`src/rtl/core/tile_scratchpad_bank_allocator_assert.svh`:
```
// assertion macros for the tile scratchpad bank allocator
// expects i_clk and i_rst_n in the scope of the module that includes it
`ifndef TILE_SCRATCHPAD_BANK_ALLOCATOR_ASSERT_SVH
`define TILE_SCRATCHPAD_BANK_ALLOCATOR_ASSERT_SVH

// same-cycle implication, off while reset is held
`define TSBA_ASSERT_NOW(lbl, ante, cons, msg) \
    lbl: assert property (@(posedge i_clk) disable iff (!i_rst_n) (ante) |-> (cons)) \
        else $error(msg);

// next-cycle implication, off while reset is held
`define TSBA_ASSERT_NEXT(lbl, ante, cons, msg) \
    lbl: assert property (@(posedge i_clk) disable iff (!i_rst_n) (ante) |=> (cons)) \
        else $error(msg);

`endif

```
`src/rtl/core/tsba_pkg.sv`:
```
// shared types and port widths for the tile scratchpad bank allocator
// no dependencies
package tsba_pkg;

    localparam int ID_PORT_W   = 16;
    localparam int SLOT_PORT_W = 3;
    localparam int BANK_PORT_W = 3;
    localparam int CNT_PORT_W  = 4;
    localparam int CFG_W       = 4;
    localparam int EPOCH_W     = 32;
    localparam int APB_AW      = 3;
    localparam int APB_DW      = 32;

    typedef enum logic [2:0] {
        ST_ISSUED  = 3'd0,
        ST_SKIPPED = 3'd1,
        ST_RETIRED = 3'd2,
        ST_FULL    = 3'd3,
        ST_EMPTY   = 3'd4
    } t_status;

    // table update for one beat
    typedef struct packed {
        logic issue;
        logic retire;
    } t_tbl_cmd;

endpackage

```
`src/rtl/core/tsba_table.sv`:
```
// live tile table: slot flags, ids and accumulator banks, with parallel lookups
// depends on tsba_pkg
module tsba_table #(
    parameter int MAX_BANKS = 8,
    parameter int ID_W      = 16
) (
    input  logic                          i_clk,
    input  logic                          i_rst_n,
    input  tsba_pkg::t_tbl_cmd            i_cmd,
    input  logic [((MAX_BANKS > 1) ? $clog2(MAX_BANKS) : 1)-1:0] i_ret_slot,
    input  logic                          i_accum,
    input  logic [ID_W-1:0]               i_layer,
    input  logic [ID_W-1:0]               i_fop,
    input  logic [((MAX_BANKS > 1) ? $clog2(MAX_BANKS) : 1)-1:0] i_bank,
    output logic [MAX_BANKS-1:0]          o_valid,
    output logic [$clog2(MAX_BANKS+1)-1:0] o_live,
    output logic                          o_hit,
    output logic [((MAX_BANKS > 1) ? $clog2(MAX_BANKS) : 1)-1:0] o_hit_bank,
    output logic [MAX_BANKS-1:0]          o_held,
    output logic [((MAX_BANKS > 1) ? $clog2(MAX_BANKS) : 1)-1:0] o_free_slot
);

    localparam int SW = (MAX_BANKS > 1) ? $clog2(MAX_BANKS) : 1;
    localparam int LW = $clog2(MAX_BANKS+1);

    logic [MAX_BANKS-1:0] r_valid;
    logic [MAX_BANKS-1:0] r_accum;
    logic [ID_W-1:0]      r_layer [MAX_BANKS];
    logic [ID_W-1:0]      r_fop   [MAX_BANKS];
    logic [SW-1:0]        r_bank  [MAX_BANKS];

    logic [SW-1:0] w_free;
    logic          w_free_found;

    always_comb begin
        w_free       = '0;
        w_free_found = 1'b0;
        o_hit        = 1'b0;
        o_hit_bank   = '0;
        o_live       = '0;
        for (int i = 0; i < MAX_BANKS; i++) begin
            if (!w_free_found && !r_valid[i]) begin
                w_free_found = 1'b1;
                w_free       = SW'(i);
            end
            if (!o_hit && r_valid[i] && r_accum[i] && r_layer[i] == i_layer &&
                r_fop[i] == i_fop) begin
                o_hit      = 1'b1;
                o_hit_bank = r_bank[i];
            end
            o_live = o_live + LW'(r_valid[i]);
        end
    end

    // bank b is held when any live slot points at it
    always_comb begin
        for (int b = 0; b < MAX_BANKS; b++) begin
            o_held[b] = 1'b0;
            for (int i = 0; i < MAX_BANKS; i++) begin
                if (r_valid[i] && r_bank[i] == SW'(b)) begin
                    o_held[b] = 1'b1;
                end
            end
        end
    end

    assign o_valid     = r_valid;
    assign o_free_slot = w_free;

    always_ff @(posedge i_clk) begin
        if (!i_rst_n) begin
            r_valid <= '0;
        end else begin
            if (i_cmd.issue) begin
                r_valid[w_free] <= 1'b1;
            end
            if (i_cmd.retire) begin
                r_valid[i_ret_slot] <= 1'b0;
            end
        end
    end

    always_ff @(posedge i_clk) begin
        if (i_cmd.issue) begin
            r_accum[w_free] <= i_accum;
            r_layer[w_free] <= i_layer;
            r_fop[w_free]   <= i_fop;
            r_bank[w_free]  <= i_bank;
        end
    end

endmodule

```
`src/rtl/core/tsba_bank.sv`:
```
// scratchpad bank rotation, accumulator bank pick and load epoch counter
// depends on tsba_pkg
module tsba_bank #(
    parameter int MAX_BANKS = 8
) (
    input  logic                          i_clk,
    input  logic                          i_rst_n,
    input  logic                          i_commit,
    input  logic [$clog2(MAX_BANKS+1)-1:0] i_depth,
    input  logic [MAX_BANKS-1:0]          i_held,
    input  logic                          i_hit,
    input  logic [((MAX_BANKS > 1) ? $clog2(MAX_BANKS) : 1)-1:0] i_hit_bank,
    output logic [((MAX_BANKS > 1) ? $clog2(MAX_BANKS) : 1)-1:0] o_spad,
    output logic [((MAX_BANKS > 1) ? $clog2(MAX_BANKS) : 1)-1:0] o_acc,
    output logic                          o_flush,
    output logic [tsba_pkg::EPOCH_W-1:0]  o_epoch
);

    localparam int SW = (MAX_BANKS > 1) ? $clog2(MAX_BANKS) : 1;
    localparam int DW = $clog2(MAX_BANKS+1);
    localparam int PW = 2*DW + 2;

    // x mod d for x up to MAX_BANKS: pick the one band k*d <= x < (k+1)*d
    function automatic logic [DW-1:0] mod_depth(input logic [DW:0] x,
                                                input logic [DW-1:0] d);
        logic [DW-1:0] r;
        logic [PW-1:0] lo;
        logic [PW-1:0] hi;
        r = '0;
        for (int k = 0; k <= MAX_BANKS; k++) begin
            lo = PW'(k) * PW'(d);
            hi = lo + PW'(d);
            if (PW'(x) >= lo && PW'(x) < hi) begin
                r = DW'(PW'(x) - lo);
            end
        end
        return r;
    endfunction

    logic [SW-1:0]              r_last_spad;
    logic [SW-1:0]              r_last_acc;
    logic [tsba_pkg::EPOCH_W-1:0] r_epoch;

    logic [SW-1:0] w_start;
    logic [SW-1:0] w_pick;
    logic          w_found;
    logic [DW:0]   w_pos;

    always_comb begin
        o_spad  = SW'(mod_depth((DW+1)'(r_last_spad) + (DW+1)'(1), i_depth));
        w_start = SW'(mod_depth((DW+1)'(r_last_acc) + (DW+1)'(1), i_depth));
        w_pick  = w_start;
        w_found = 1'b0;
        w_pos   = '0;
        // walk the ring from the bank after the last one taken
        for (int i = 0; i < MAX_BANKS; i++) begin
            w_pos = (DW+1)'(w_start) + (DW+1)'(i);
            if (w_pos >= (DW+1)'(i_depth)) begin
                w_pos = w_pos - (DW+1)'(i_depth);
            end
            if (!w_found && (DW+1)'(i) < (DW+1)'(i_depth) && !i_held[SW'(w_pos)]) begin
                w_found = 1'b1;
                w_pick  = SW'(w_pos);
            end
        end
        o_acc   = i_hit ? i_hit_bank : w_pick;
        o_flush = !i_hit;
    end

    assign o_epoch = r_epoch;

    always_ff @(posedge i_clk) begin
        if (!i_rst_n) begin
            r_last_spad <= '0;
            r_last_acc  <= '0;
            r_epoch     <= tsba_pkg::EPOCH_W'(1);
        end else if (i_commit) begin
            r_last_spad <= o_spad;
            r_epoch     <= r_epoch + tsba_pkg::EPOCH_W'(1);
            if (!i_hit) begin
                r_last_acc <= w_pick;
            end
        end
    end

endmodule

```
`src/rtl/core/tile_scratchpad_bank_allocator.sv`:
```
// tile scratchpad bank allocator top level; depends on tsba_pkg, tsba_table, tsba_bank
// throughput: one beat per cycle while the result is not stalled; the slot table lookup
// and bank pick sit between the input register and the result register
// reset: synchronous active low; clears the slot valid flags, bank pointers,
// epoch counter (to 1), bank count register (to 2) and both registers' valids
`include "tile_scratchpad_bank_allocator_assert.svh"

module tile_scratchpad_bank_allocator #(
    parameter int MAX_BANKS = 8,
    parameter int ID_BITS   = 16
) (
    input  logic                              i_clk,
    input  logic                              i_rst_n,
    input  logic                              psel,
    input  logic                              penable,
    input  logic                              pwrite,
    input  logic [tsba_pkg::APB_AW-1:0]       paddr,
    input  logic [tsba_pkg::APB_DW-1:0]       pwdata,
    output logic [tsba_pkg::APB_DW-1:0]       prdata,
    output logic                              pready,
    input  logic                              i_in_valid,
    output logic                              o_in_stall,
    input  logic                              i_op,
    input  logic                              i_accum,
    input  logic [tsba_pkg::ID_PORT_W-1:0]    i_layer_id,
    input  logic [tsba_pkg::ID_PORT_W-1:0]    i_fused_op_id,
    input  logic                              i_skip,
    input  logic [tsba_pkg::SLOT_PORT_W-1:0]  i_slot,
    output logic                              o_out_valid,
    input  logic                              i_out_stall,
    output logic [2:0]                        o_status,
    output logic [tsba_pkg::BANK_PORT_W-1:0]  o_spad_bank,
    output logic [tsba_pkg::BANK_PORT_W-1:0]  o_acc_bank,
    output logic                              o_acc_flush,
    output logic [tsba_pkg::SLOT_PORT_W-1:0]  o_given_slot,
    output logic [tsba_pkg::EPOCH_W-1:0]      o_tile_epoch,
    output logic [tsba_pkg::CNT_PORT_W-1:0]   o_live_count
);

    localparam int SW  = (MAX_BANKS > 1) ? $clog2(MAX_BANKS) : 1;
    localparam int DW  = $clog2(MAX_BANKS+1);
    localparam int IW  = (ID_BITS < tsba_pkg::ID_PORT_W) ? ID_BITS : tsba_pkg::ID_PORT_W;
    localparam int BPW = tsba_pkg::BANK_PORT_W;
    localparam int SPW = tsba_pkg::SLOT_PORT_W;
    localparam int CPW = tsba_pkg::CNT_PORT_W;
    localparam int CW  = tsba_pkg::CFG_W;
    localparam int AW  = tsba_pkg::APB_DW;
    localparam int EW  = tsba_pkg::EPOCH_W;

    // configuration register
    logic [CW-1:0] r_banks;
    logic          w_cfg_we;

    assign pready   = 1'b1;
    assign w_cfg_we = psel && penable && pwrite && pready && !paddr[2];
    assign prdata   = paddr[2] ? '0 : AW'(r_banks);

    always_ff @(posedge i_clk) begin
        if (!i_rst_n) begin
            r_banks <= CW'(2);
        end else if (w_cfg_we) begin
            r_banks <= pwdata[CW-1:0];
        end
    end

    logic [DW-1:0] w_depth;

    always_comb begin
        if (r_banks == '0) begin
            w_depth = DW'(1);
        end else if (32'(r_banks) > 32'(MAX_BANKS)) begin
            w_depth = DW'(MAX_BANKS);
        end else begin
            w_depth = DW'(r_banks);
        end
    end

    // input register
    logic            r_in_vld;
    logic            r_op;
    logic            r_accum;
    logic [IW-1:0]   r_layer;
    logic [IW-1:0]   r_fop;
    logic            r_skip;
    logic [SPW-1:0]  r_slot;
    logic            w_adv;
    logic            w_in_take;

    assign w_adv      = r_in_vld && (!o_out_valid || !i_out_stall);
    assign o_in_stall = r_in_vld && !w_adv;
    assign w_in_take  = i_in_valid && !o_in_stall;

    always_ff @(posedge i_clk) begin
        if (!i_rst_n) begin
            r_in_vld <= 1'b0;
        end else if (!o_in_stall) begin
            r_in_vld <= i_in_valid;
        end
    end

    always_ff @(posedge i_clk) begin
        if (w_in_take) begin
            r_op    <= i_op;
            r_accum <= i_accum;
            r_layer <= i_layer_id[IW-1:0];
            r_fop   <= i_fused_op_id[IW-1:0];
            r_skip  <= i_skip;
            r_slot  <= i_slot;
        end
    end

    // table and bank logic
    tsba_pkg::t_tbl_cmd w_cmd;
    logic [MAX_BANKS-1:0] w_valid;
    logic [DW-1:0]        w_live;
    logic                 w_hit;
    logic [SW-1:0]        w_hit_bank;
    logic [MAX_BANKS-1:0] w_held;
    logic [SW-1:0]        w_free_slot;
    logic [SW-1:0]        w_spad;
    logic [SW-1:0]        w_acc;
    logic                 w_flush;
    logic [EW-1:0]        w_epoch;

    logic          w_in_range;
    logic [SW-1:0] w_slot_idx;
    logic          w_slot_ok;
    logic          w_full;
    logic          w_commit;
    logic          w_hit_use;

    assign w_in_range = 32'(r_slot) < 32'(MAX_BANKS);
    assign w_slot_idx = SW'(r_slot);
    assign w_slot_ok  = w_in_range && w_valid[w_slot_idx];
    assign w_full     = w_live >= w_depth;
    assign w_commit   = w_adv && !r_op && !w_full;
    assign w_hit_use  = r_accum && w_hit;
    assign w_cmd.issue  = w_commit && !r_skip;
    assign w_cmd.retire = w_adv && r_op && w_slot_ok;

    tsba_table #(
        .MAX_BANKS (MAX_BANKS),
        .ID_W      (IW)
    ) u_table (
        .i_clk       (i_clk),
        .i_rst_n     (i_rst_n),
        .i_cmd       (w_cmd),
        .i_ret_slot  (w_slot_idx),
        .i_accum     (r_accum),
        .i_layer     (r_layer),
        .i_fop       (r_fop),
        .i_bank      (w_acc),
        .o_valid     (w_valid),
        .o_live      (w_live),
        .o_hit       (w_hit),
        .o_hit_bank  (w_hit_bank),
        .o_held      (w_held),
        .o_free_slot (w_free_slot)
    );

    tsba_bank #(
        .MAX_BANKS (MAX_BANKS)
    ) u_bank (
        .i_clk      (i_clk),
        .i_rst_n    (i_rst_n),
        .i_commit   (w_commit),
        .i_depth    (w_depth),
        .i_held     (w_held),
        .i_hit      (w_hit_use),
        .i_hit_bank (w_hit_bank),
        .o_spad     (w_spad),
        .o_acc      (w_acc),
        .o_flush    (w_flush),
        .o_epoch    (w_epoch)
    );

    // result for the beat in the input register
    tsba_pkg::t_status n_status;
    logic [BPW-1:0]    n_spad;
    logic [BPW-1:0]    n_acc;
    logic              n_flush;
    logic [SPW-1:0]    n_given;
    logic [EW-1:0]     n_epoch;
    logic [CPW-1:0]    n_live;

    always_comb begin
        n_spad  = '0;
        n_acc   = '0;
        n_flush = 1'b0;
        n_given = '0;
        n_epoch = '0;
        if (r_op) begin
            n_status = w_slot_ok ? tsba_pkg::ST_RETIRED : tsba_pkg::ST_EMPTY;
        end else if (w_full) begin
            n_status = tsba_pkg::ST_FULL;
        end else begin
            n_status = r_skip ? tsba_pkg::ST_SKIPPED : tsba_pkg::ST_ISSUED;
            n_spad   = BPW'(w_spad);
            n_acc    = BPW'(w_acc);
            n_flush  = w_flush;
            n_epoch  = w_epoch;
            if (!r_skip) begin
                n_given = SPW'(w_free_slot);
            end
        end
        n_live = CPW'((DW+1)'(w_live) + (DW+1)'(w_cmd.issue) - (DW+1)'(w_cmd.retire));
    end

    // result register
    tsba_pkg::t_status r_status;
    logic              r_out_vld;
    logic [BPW-1:0]    r_spad;
    logic [BPW-1:0]    r_acc;
    logic              r_flush;
    logic [SPW-1:0]    r_given;
    logic [EW-1:0]     r_epoch;
    logic [CPW-1:0]    r_live;

    always_ff @(posedge i_clk) begin
        if (!i_rst_n) begin
            r_out_vld <= 1'b0;
        end else if (w_adv) begin
            r_out_vld <= 1'b1;
        end else if (!i_out_stall) begin
            r_out_vld <= 1'b0;
        end
    end

    always_ff @(posedge i_clk) begin
        if (w_adv) begin
            r_status <= n_status;
            r_spad   <= n_spad;
            r_acc    <= n_acc;
            r_flush  <= n_flush;
            r_given  <= n_given;
            r_epoch  <= n_epoch;
            r_live   <= n_live;
        end
    end

    assign o_out_valid  = r_out_vld;
    assign o_status     = r_status;
    assign o_spad_bank  = r_spad;
    assign o_acc_bank   = r_acc;
    assign o_acc_flush  = r_flush;
    assign o_given_slot = r_given;
    assign o_tile_epoch = r_epoch;
    assign o_live_count = r_live;

    // a stalled input beat only waits behind a stalled result beat
    `TSBA_ASSERT_NOW(a_stall_cause, o_in_stall,
        r_in_vld && r_out_vld && i_out_stall,
        "input stalled without a stalled result")
    // every beat that leaves the input register shows up as a result
    `TSBA_ASSERT_NEXT(a_adv_loads, w_adv, r_out_vld, "advanced beat produced no result")
    // the live count never exceeds the table size
    `TSBA_ASSERT_NOW(a_live_bound, r_out_vld, 32'(r_live) <= 32'(MAX_BANKS),
        "live count above table size")
    // retire and reject beats carry no bank or epoch
    `TSBA_ASSERT_NOW(a_idle_fields,
        r_out_vld && (r_status == tsba_pkg::ST_RETIRED || r_status == tsba_pkg::ST_FULL ||
        r_status == tsba_pkg::ST_EMPTY),
        !r_flush && r_epoch == '0 && r_given == '0,
        "non-issue beat carries allocation fields")

endmodule
```
`config.mk`:
```
export PLATFORM = sky130hd
export DESIGN_NAME = tile_scratchpad_bank_allocator
export DESIGN_NICKNAME = d
export VERILOG_FILES = /design/src/rtl/core/tsba_pkg.sv /design/src/rtl/core/tsba_table.sv /design/src/rtl/core/tsba_bank.sv /design/src/rtl/core/tile_scratchpad_bank_allocator.sv
export VERILOG_INCLUDE_DIRS = /design/src /design/src/rtl/core
export SDC_FILE = /design/constraint.sdc
export NUM_CORES = 1
export LEC_CHECK = 0
export BUFFER_PORTS_ARGS = -buffer_cell sky130_fd_sc_hd__buf_2
export CELL_PAD_IN_SITES_DETAIL_PLACEMENT = 1
export CELL_PAD_IN_SITES_GLOBAL_PLACEMENT = 2
export CORE_ASPECT_RATIO = 0.8
export CORE_MARGIN = 2
export CORE_UTILIZATION = 35
export DETAILED_ROUTE_END_ITERATION = 10
export GPL_TIMING_DRIVEN = 0
export PLACE_DENSITY = 0.78
export SETUP_SLACK_MARGIN = 0.02
export SYNTH_ARGS = -nofsm -noshare
export SYNTH_HDL_FRONTEND = slang
export SYNTH_SLANG_ARGS = --single-unit
```
`constraint.sdc`:
```
create_clock -name i_clk -period 33.9 [get_ports i_clk]
set_clock_uncertainty 0.15 [all_clocks]
set_input_delay 5.085 -clock i_clk [delete_from_list [all_inputs] [get_ports i_clk]]
set_output_delay 5.085 -clock i_clk [all_outputs]
set_load 0.05 [all_outputs]
```
### Word-level counts from Yosys, hierarchy flattened

Memory sizes are Yosys's and may differ from the RTL's.
Cells that the tools add are included.

* register bits after elaboration: 147
* bits in latches: 0
* memory bits (writable): 280
* memory bits (read-only): 0
* bits of input ports: 80
* output and inout port bits: 84
* word-level logic and storage cells: 601
* memories: 3

* add/subtract/negate cells: 51
* multiply operators: 4
* divide/modulo/power cells: 0
* order comparisons: 66
* equality and inequality tests: 73
* shift operators: 0
* muxes and demuxes: 173
* bitwise gates (word level): 4
* reduce and logical (&&, ||, !) cells: 206

Memory list
* u_table.r_fop: words 8, width 16, rd ports 8, clocked after Yosys merged registers in 0, write ports 1, line tsba_table.sv:29 `logic [ID_W-1:0] r_fop [MAX_BANKS];`
* u_table.r_layer: words 8, width 16, rd ports 8, clocked after Yosys merged registers in 0, write ports 1, line tsba_table.sv:28 `logic [ID_W-1:0] r_layer [MAX_BANKS];`
* u_table.r_bank: words 8, width 3, rd ports 8, clocked after Yosys merged registers in 0, write ports 1, line tsba_table.sv:30 `logic [SW-1:0] r_bank [MAX_BANKS];`

Operators with widths (number)
* $eq A16 B16 Y1: 16
* $logic_and A1 B1 Y1: 149
* $mux W3: 49
* $mux W1: 103
* $eq A3 B3 Y1 const B: 32
* $sub A3 B3 Y3: 22
* $lt A4 B8 Y1: 8
* $ge A4 B7 Y1: 8
* $eq A3 B2 Y1 const B: 16
* $logic_not A1 Y1: 44
* $ge A4 B4 Y1: 10
* $lt A3 B4 Y1 const B: 10
* $add A32 B1 Y32 const B: 1
* $add A7 B4 Y8: 4
* $add A4 B1 Y4: 7
* $lt A4 B7 Y1: 4
* $bmux W1 S3: 9
* $eq A3 B1 Y1 const B: 8
* $ge A4 B6 Y1: 4
* $logic_not A3 Y1: 8
* $mux W8: 3
* $add A3 B3 Y4 const B: 4
* $lt A3 B4 Y1 const A: 4
* $add A6 B4 Y7: 2
* other kinds (33): 52

### Longest topological paths before layout

* word-level depth: 50
* gate-level depth with buffers: 40
* mapped depth without buffers: 36

### Cells and area by module

A second synthesis with hierarchy kept.

* cells, all modules: 2060
* area, all modules: 24423.4 um2

By module, submodules not included
* tsba_table: times used 1, cells each 903, area each 13235.2 um2
* tsba_bank: times used 1, cells each 914, area each 7375.8 um2
* tile_scratchpad_bank_allocator: times used 1, cells each 243, area each 3812.4 um2

### Least setup slack after synthesis

OpenSTA, ideal clock, no wires.

* kind: input port to output port
* start point: input port paddr[2] in the netlist's numbering
* end point: output port prdata[0] in the netlist's numbering
* arrival time: 5730 ps
* required time: 28665 ps
* slack: 22935 ps
* stages: 1
* buffers on the path: 0
* path through: nor2_1

* longest elaborated chain between the ends: 1

Ends and longest elaborated chain
* from (decl): line tile_scratchpad_bank_allocator.sv:17 `input logic [tsba_pkg::APB_AW-1:0] paddr,`
* $mux W4: line tile_scratchpad_bank_allocator.sv:56 `assign prdata = paddr[2] ? '0 : AW'(r_banks);`
* to (decl): line tile_scratchpad_bank_allocator.sv:19 `output logic [tsba_pkg::APB_DW-1:0] prdata,`

Every way passes these cells.

### Worst setup path after layout

* start point: register r_banks[3]
* end point: memory u_table.r_bank[2][2] in the netlist's numbering, data pin

* longest elaborated chain between the ends: 50

Ends and longest elaborated chain
* from (decl): line tile_scratchpad_bank_allocator.sv:51 `logic [CW-1:0] r_banks;`
* from (signal assigned): line tile_scratchpad_bank_allocator.sv:62 `r_banks <= pwdata[CW-1:0];`
* $gt A4 B4 Y1: line tile_scratchpad_bank_allocator.sv:71 `end else if (32'(r_banks) > 32'(MAX_BANKS)) begin`
* $mux W4: line tile_scratchpad_bank_allocator.sv:71
* $mux W4 *: line tile_scratchpad_bank_allocator.sv:69 `if (r_banks == '0) begin`
* parallel branches: the longest is 45 deep, another holds $add A6 B4 Y7
* $mux W3 *: line tsba_bank.sv:61 `if (!w_found && (DW+1)'(i) < (DW+1)'(i_depth) && !i_held[SW'(w_pos)]) begin`
* $mux W3 *: line tsba_bank.sv:66 `o_acc = i_hit ? i_hit_bank : w_pick;`
* named net u_bank.o_acc (one bit): line tsba_bank.sv:14 `output logic [((MAX_BANKS > 1) ? $clog2(MAX_BANKS) : 1)-1:0] o_acc,`
* to (decl): line tsba_table.sv:30

Mark *: on every way through the listed nets, which the timed path passes. The select of a mux whose other input is x is not followed.

==> impl_results.md <==
* Status: completed
* Post-Syn Area at between 0.02 and 0.03 sq mm
* # IOs at roughly 160
* Synth Area in Adders at between 7 and 8%
* Post-synth EDFFs at roughly 380
* Worst setup path class: reg -> reg
* TritonCTS Buffers at 46
* Simple-gate share of the synthesized area at approximately 16%
* Starting Density at a little over a third
* Die area at 0.0741 sq mm
* Layout Area Growth over Synthesis at 14.6%
* Non-Filler Cell Area, Final at roughly 0.029 sq mm
* Number of H-tree levels at 2
* Clock sink total at about 430
* RSZ-0062 raised after global routing: no
* Count of final setup violators at 0
* Multiplexer share of the synthesized area at under 10%
* Slowest-stage cell, CP: a21boi_0
* Detailed Place HPWL at between 60000 and 70000 um
* Synth Area in Compound Gates at 10.2%
* Final period util at about two fifths
* Largest family of logic cells by synthesized area: simple AND/OR/NAND/NOR gates
* CP peak stage delay at 0.96 ns
* Worst setup EP type: flop
* Die X-Extent at 304 um
* Clk Latency, worst-skew pair at around 0.63 ns
* Overall routing resource usage at 23.5%
* Setup TNS at 0 ns
* Distinct cells, synth at 104
* Final Hold Fails at 0
* Post-synthesis instance total at 2238
* Die height at about 240 um
* Fin crit period at ~14 ns
* Setup bufs post-CTS at 0
* Diodes inserted at 0
* Max cap viols at 0
* Cell Rows at 87
* Sequential area share after synthesis at between 40% and 50%
* Pins over their slew limit at 0
* Hold crit path type: reg -> reg
* Layout Utilization at between 40% and 50%
* Syn Area/Cell at around 11 sq um
* CTS tree: built
* Via density per instance at 5.64
* Longest Clk Path Bufs at 3
* Global route overflow at 0
* RD Place Congestion at 0.927
* Slew margin rel. at 8.42%
* Worst-Margin Slew at 1.37 ns
* Vias in the first global route at just under 20000
* Synth Area in XOR/XNOR at ~11%
* Residual DRC at 0
* Port bufs at just over 100
* Final WL at around 88000 um
* PostCTS Resize Cnt at 0
* Worst Path Required at between 30 and 40 ns
* Synth Flop Type: edfxtp_1
* DR WL/cell at around 26 um
* Iter 0 DRT Violations at between 1500 and 2000
* Post-route ant nets at 0
* Min Hold Slack at 0.361 ns
* Hold buffers post-CTS at 0
* Worst-path maximum fanout at 17
* Core region area at slightly above 0.07 sq mm
* Final nets at 2654
* Startpoint types: flop
* Flop and latch count out of synthesis at approximately 430
* First-pass GRT wire length at 130000 um
* Fraction of layout cells with a size suffix above 1 at 12.3%
* Via Count at about 19000
* Initial antenna violation count at 0
* TritonRoute pass-1 iters at 5
* CTS root buf: clkbuf_16
* Asr flop ratio synth at 0%
* Largest net degree at the start of global routing at 37
* Placed Area at ~0.027 sq mm
* Clock slew at reported path FFs at 0.07 ns
* Max frequency at slightly above 70 MHz
* Critical Path AT at approximately 14 ns
* Synth Warn # at 0
## stage by stage
| step | setup WS (ns) | std cells |
|---|---|---|
| after floorplan | 22.94 | 2265 |
| after global placement | 17.99 | 3302 |
| after detailed placement | 20.34 | 3316 |
| after CTS | 20.27 | 3398 |
| after global routing | 19.25 | 3398 |
| final | 20.12 | 3398 |
## cells in the mapped netlist (all sizes together), types with 39 or more instances
cell type  instances  area [sq um]
nor3              46           230
xnor2            133          1160
ha               122          1530
nand2            142           533
nand4             58           363
and2              66           413
a21oi             82           414
mux2i             39           390
dfxtp             52          1040
inv               80           303
xor2             181          1590
o21ai             62           318
edfxtp           375         11300
clkbuf            69           260
nor4              60           375
nand2b            46           288
nor2             146           564
nand3             46           230
## state kept, by name (all words and copies together), names as in the netlist, 3 cells and up
register	count
u_table.r_fop	128
u_bank.o_epoch	32
o_acc_bank	3
o_given_slot	3
r_banks	4
u_table.r_accum	8
u_table.o_valid	8
u_table.r_layer	128
r_fop	16
u_bank.r_last_acc	3
r_layer	16
o_spad_bank	3
o_status	3
u_bank.r_last_spad	3
u_table.r_bank	24
o_tile_epoch	32
o_live_count	4
r_slot	3
## metal layers
metal	part of all wire, %	vias up	track usage [%]
met5	0	-	0
met4	2.1	0	5.74
met3	8.1	114	4.49
met2	43	677	35.6
met1	47	9762	34.5
li1	-	8598	-
## worst paths after layout
path | end | slack (ns) | from | depth (start not counted)
setup reg to reg | u_table.r_bank[2][2] | 20.12 | r_banks[3] | 35
setup / recovery | u_table.r_bank[2][2] | 20.12 | r_banks[3] | 35
hold / removal | u_bank.o_epoch[20] | 0.36 | u_bank.o_epoch[20] | 2
hold reg to reg | u_bank.o_epoch[20] | 0.36 | u_bank.o_epoch[20] | 2
## layout make-up
| type | instances | area [sq um] |
|---|---|---|
| Multi-Input combinational cell | 1653 | 12200 |
| Timing Repair Buffer | 117 | 767 |
| Clock inverter | 31 | 388 |
| Clock buffer | 51 | 1180 |
| Inverter | 80 | 303 |
| Tap cell | 934 | 1170 |
| Fill cell | 7768 | 41900 |
| Sequential cell | 427 | 12300 |
| Buffer | 105 | 533 |
## cells by family after synthesis
logic type | Yosys count
compound gates | 358
xor+xnor | 314
fa+ha+maj | 144
buf+inv | 185
flops | 427
mux | 53
other cells | 2
simple gates | 755
## critical path: cells and delay by family (launching register included)
kind,cells,cell delay [ns]
AO/OA/AOI/OAI,16,6.05
XOR/XNOR,2,0.49
adder cells (fa/ha/maj),5,2.13
buffers and inverters,5,1.86
flip-flops,1,0.31
multiplexers,2,0.46
AND/OR/NAND/NOR,5,1.92
## cell usage in the layout (no fill, tap or decap), drive strengths merged, types with 25 or more instances in the layout
cell and count:
conb 29, o21ai 62, inv 80, nand3 46
nor4 60, clkbuf 120, dfxtp 52, nor3 46
a21o 25, a21oi 82, and2 66, nand2 142
ha 122, buf 153, edfxtp 375, nor2 146
xnor2 133, nand4 58, xor2 181, nand2b 46
mux2i 39
Power is left out: the tool's default activity adds up to more than one toggle a clock period on the data nets, which glitch-free logic cannot reach.
